<file path="src/hdl/snd_ram.sv">
`timescale 1ns / 1ps
`default_nettype none

module snd_ram #(
  parameter int ADDR_W = 8,
  parameter int DATA_W = 8
) (
  input  wire logic              clk,
  input  wire logic              we,
  input  wire logic [ADDR_W-1:0] waddr,
  input  wire logic [DATA_W-1:0] wdata,
  input  wire logic              re,
  input  wire logic [ADDR_W-1:0] raddr,
  output logic      [DATA_W-1:0] rdata
);

  logic [DATA_W-1:0] mem [1 << ADDR_W];

  // read-before-write on a shared edge
  always_ff @(posedge clk) begin
    if (re) begin
      rdata <= mem[raddr];
    end
    if (we) begin
      mem[waddr] <= wdata;
    end
  end

endmodule

`default_nettype wire

</file>
<file path="config.mk">
export PLATFORM = sky130hd
export DESIGN_NAME = snd_ram
export DESIGN_NICKNAME = d
export VERILOG_FILES = /design/src/hdl/snd_ram.sv
export SDC_FILE = /design/constraint.sdc
export NUM_CORES = 2
export LEC_CHECK = 0
export BUFFER_PORTS_ARGS = -buffer_cell sky130_fd_sc_hd__buf_4
export CAP_MARGIN = 20
export CORE_MARGIN = 4
export CORE_UTILIZATION = 45
export DETAILED_ROUTE_END_ITERATION = 10
export GPL_TIMING_DRIVEN = 0
export PLACE_DENSITY_LB_ADDON = 0.3
export SLEW_MARGIN = 10
export SYNTH_ARGS = -nofsm -noshare
export SYNTH_HDL_FRONTEND = slang
export SYNTH_SLANG_ARGS = --single-unit
</file>
<file path="constraint.sdc">
create_clock -name clk -period 4.9 [get_ports clk]
set_input_delay 0.735 -clock clk [delete_from_list [all_inputs] [get_ports clk]]
set_output_delay 0.735 -clock clk [all_outputs]
set_load 0.01 [all_outputs]
</file>
==> flow_summary.ini <==
[run_status]
run_status = completed

[worst_setup_path]
start_kind = primary input
rr_startpoint = mem[27][3]$_DFFE_PP_
crit_path_max_fanout = 10
startpoint = raddr[1]
critical-path-top-delay-family = simple AND/OR/NAND/NOR gates
crit_buf_inv = 4
cp_num_cells = 9
path_cells = buf_2 -> buf_4 -> buf_2 -> clkbuf_1 -> nor2_1 -> a22oi_1 -> a31oi_1 -> nor4_1 -> nor4_1
worst_setup_path_end_kind = flip-flop
cp_slowest_cell = nor4_1
cp_data_required_time_ns = 5.37
cp.arrival_ns = 5.28
cp_slowest_stage_delay_ns = 1.17
crit_type = in -> reg
r2r_cells = 6

[yosys]
syn_nets = 3760
synth_flop_cell = edfxtp_1
async_flop_share_pct = 0
synth.area.top_cells = edfxtp_1 (78%), mux4_2 (13%), mux2i_1 (1.7%), nor2_1 (1.3%), a22oi_1 (1.3%)
yosys_warnings = 0
yosys_register_bits = 2056
synth_area_per_cell_sq_um = 21.3
netlist_area_sq_mm = 0.0796
yosysSeqAreaShare_pct = 77.5
synth.distinct_cells = 54
synth_edf_count = 2056
synthTopCellsByCount = edfxtp_1 (2056), mux4_2 (454), nor2_1 (282)
netlist.top_cell.by_area = edfxtp_1
synth_top_area_share_pct = 77.5
synth_cells = 3733
yosysMostFrequentCell = edfxtp_1

[clock_network]
ctsResizeCount = 0
cts_tree = built
h-tree-depth = 4
clock_latency_ns = 0.87
numCtsBuffers = 200
hold_buffers = 0
root_buffer = clkbuf_16
cts_sinks = 2056
cts_setup_buffers = 0
cts_max_path_buffers = 3
clk_pin_slew_ns = 0.06

[grt]
grt_pass1_vias = 40600
grt_max_degree = 151
groute.usage.overall_pct = 25.8
antenna_found_initial = 15
grt_pass1_wl_um = 329000
grt.overflow.total = 0

[power]
power.leakage_nw = 27.6
ir_worst_vdd_mv = 0.402
cellPowerDensity_mw_per_mm2 = 405
finalPower_w = 0.0364

[placed_design]
dpl-instance-area_sq_mm = 0.0835
dp_hpwl_um = 163000
io_buffers = 27
gp_congestion = 0.960

[die]
die_w_um = 429
die_y_um = 429
start_util_pct = 45.2
die_area_sq_mm = 0.184
core_area_sq_mm = 0.176
fp-row-count = 154
io_pins = 35

[sta]
fmaxAchievable_mhz = 208
fin_crit_sh_pct = 98.0
maxSlewHeadroom_pct = 11.5
tightest_slew_ns = 1.32
hold_violations = 0
setup_viol = 0
holdWs_ns = 0.180
rsz0062_at_grt = no
layout_min_cycle_time_ns = 4.80
final_max_slew_viol_count = 0
fin_worst_skew_ns = 0.0320

[finish]
area_growth_pct = 12.8
design_area_sq_mm = 0.0898
drive_above_1_share_pct = 22.6
fin_nets = 4028

[route]
initialDrtViolationCount = 7267
drtPass1Iterations = 8
drt-total-wl_um = 240000
wl_per_cell_um = 36.9
via_per_inst = 6.42
drc_errors = 0
vias = 41800
drt.antenna.violating_nets = 0

[min_path]
min_path_type = in -> reg
min_from = re
hold_depth = 1

[job]
drv_cap = 0
metal layers:
metal | global-route usage (%) | vias to the layer above | wire [um] | part of all wire (%)
met3 | 7.66 | 545 | 29500 | 12
met5 | 0 | - | 11 | 0.0046
met2 | 39.0 | 2909 | 110000 | 46
met4 | 11.7 | 2 | 13000 | 5.4
met1 | 34.9 | 22100 | 87900 | 37
li1 | - | 16300 | - | -
final cells by class:
cell class / instances / area [sq um]
fillers: 13900 / 86300
flip-flops and latches: 2056 / 61700
multi-input cells: 1442 / 16500
clock buffers: 238 / 5150
well taps: 2340 / 2930
plain buffers: 233 / 1480
clock inverters: 122 / 1100
repair buffers: 66 / 948
diodes: 12 / 30.0
inverters: 2 / 7.51
stage by stage:
step | setup TNS, ns | setup slack, ns | util (%) | cells
finish | 0 | 0.0969 | 51.0 | 6511
detailed placement | -1.73 | -0.404 | 47.4 | 6135
CTS | 0 | 0.503 | 51.0 | 6495
global route | 0 | 0.404 | 51.0 | 6504
floorplan | 0 | 2.09 | - | 3733
global placement | -6.77 | -1.07 | 47.0 | 6100
final timing paths:
path / endpoint / slack (ns)
setup / recovery: rdata[5]$_DFFE_PP_ / 0.1
hold / removal: rdata[6]$_DFFE_PP_ / 0.18
setup reg to reg: rdata[3]$_DFFE_PP_ / 1.12
hold reg to reg: rdata[2]$_DFFE_PP_ / 1.51
registers in the layout, indices dropped and copies added, names as in the netlist:
register	cells
mem	2048
rdata	8
power breakdown:
part           internal (W)  leakage, nW  switching [W]
clock network       0.00817         3.07        0.00673
registers            0.0194         18.5      0.0000101
logic              0.000653         6.05        0.00146
logic make-up (layout without fill, tap and decap cells):
group	after synthesis	after routing	synth area share, %
muxes	591	591	14.6
buffers and inverters	235	661	1.83
other	0	12	0
DFF	2056	2056	77.5
AOI/OAI and AO/OA	385	385	3.42
and+or+nand+nor	466	466	2.63
layout by cell type, fill, tap and decap left out, types with 16 or more instances in the layout:
master,count
mux2i_1,134
buf_8,26
buf_2,38
edfxtp_1,2056
buf_4,49
o221ai_1,46
clkinv_2,47
nor2_1,282
mux4_2,454
clkinv_1,43
clkbuf_2,22
o22ai_1,28
clkbuf_16,200
nor3_1,22
buf_1,20
nor4_1,22
a21oi_1,96
clkbuf_1,128
a211oi_1,16
nor2b_1,31
a22oi_1,133
buf_16,17
nand2_1,33
nand3_1,34
buf_6,29
(Power assumes the default switching activity.)
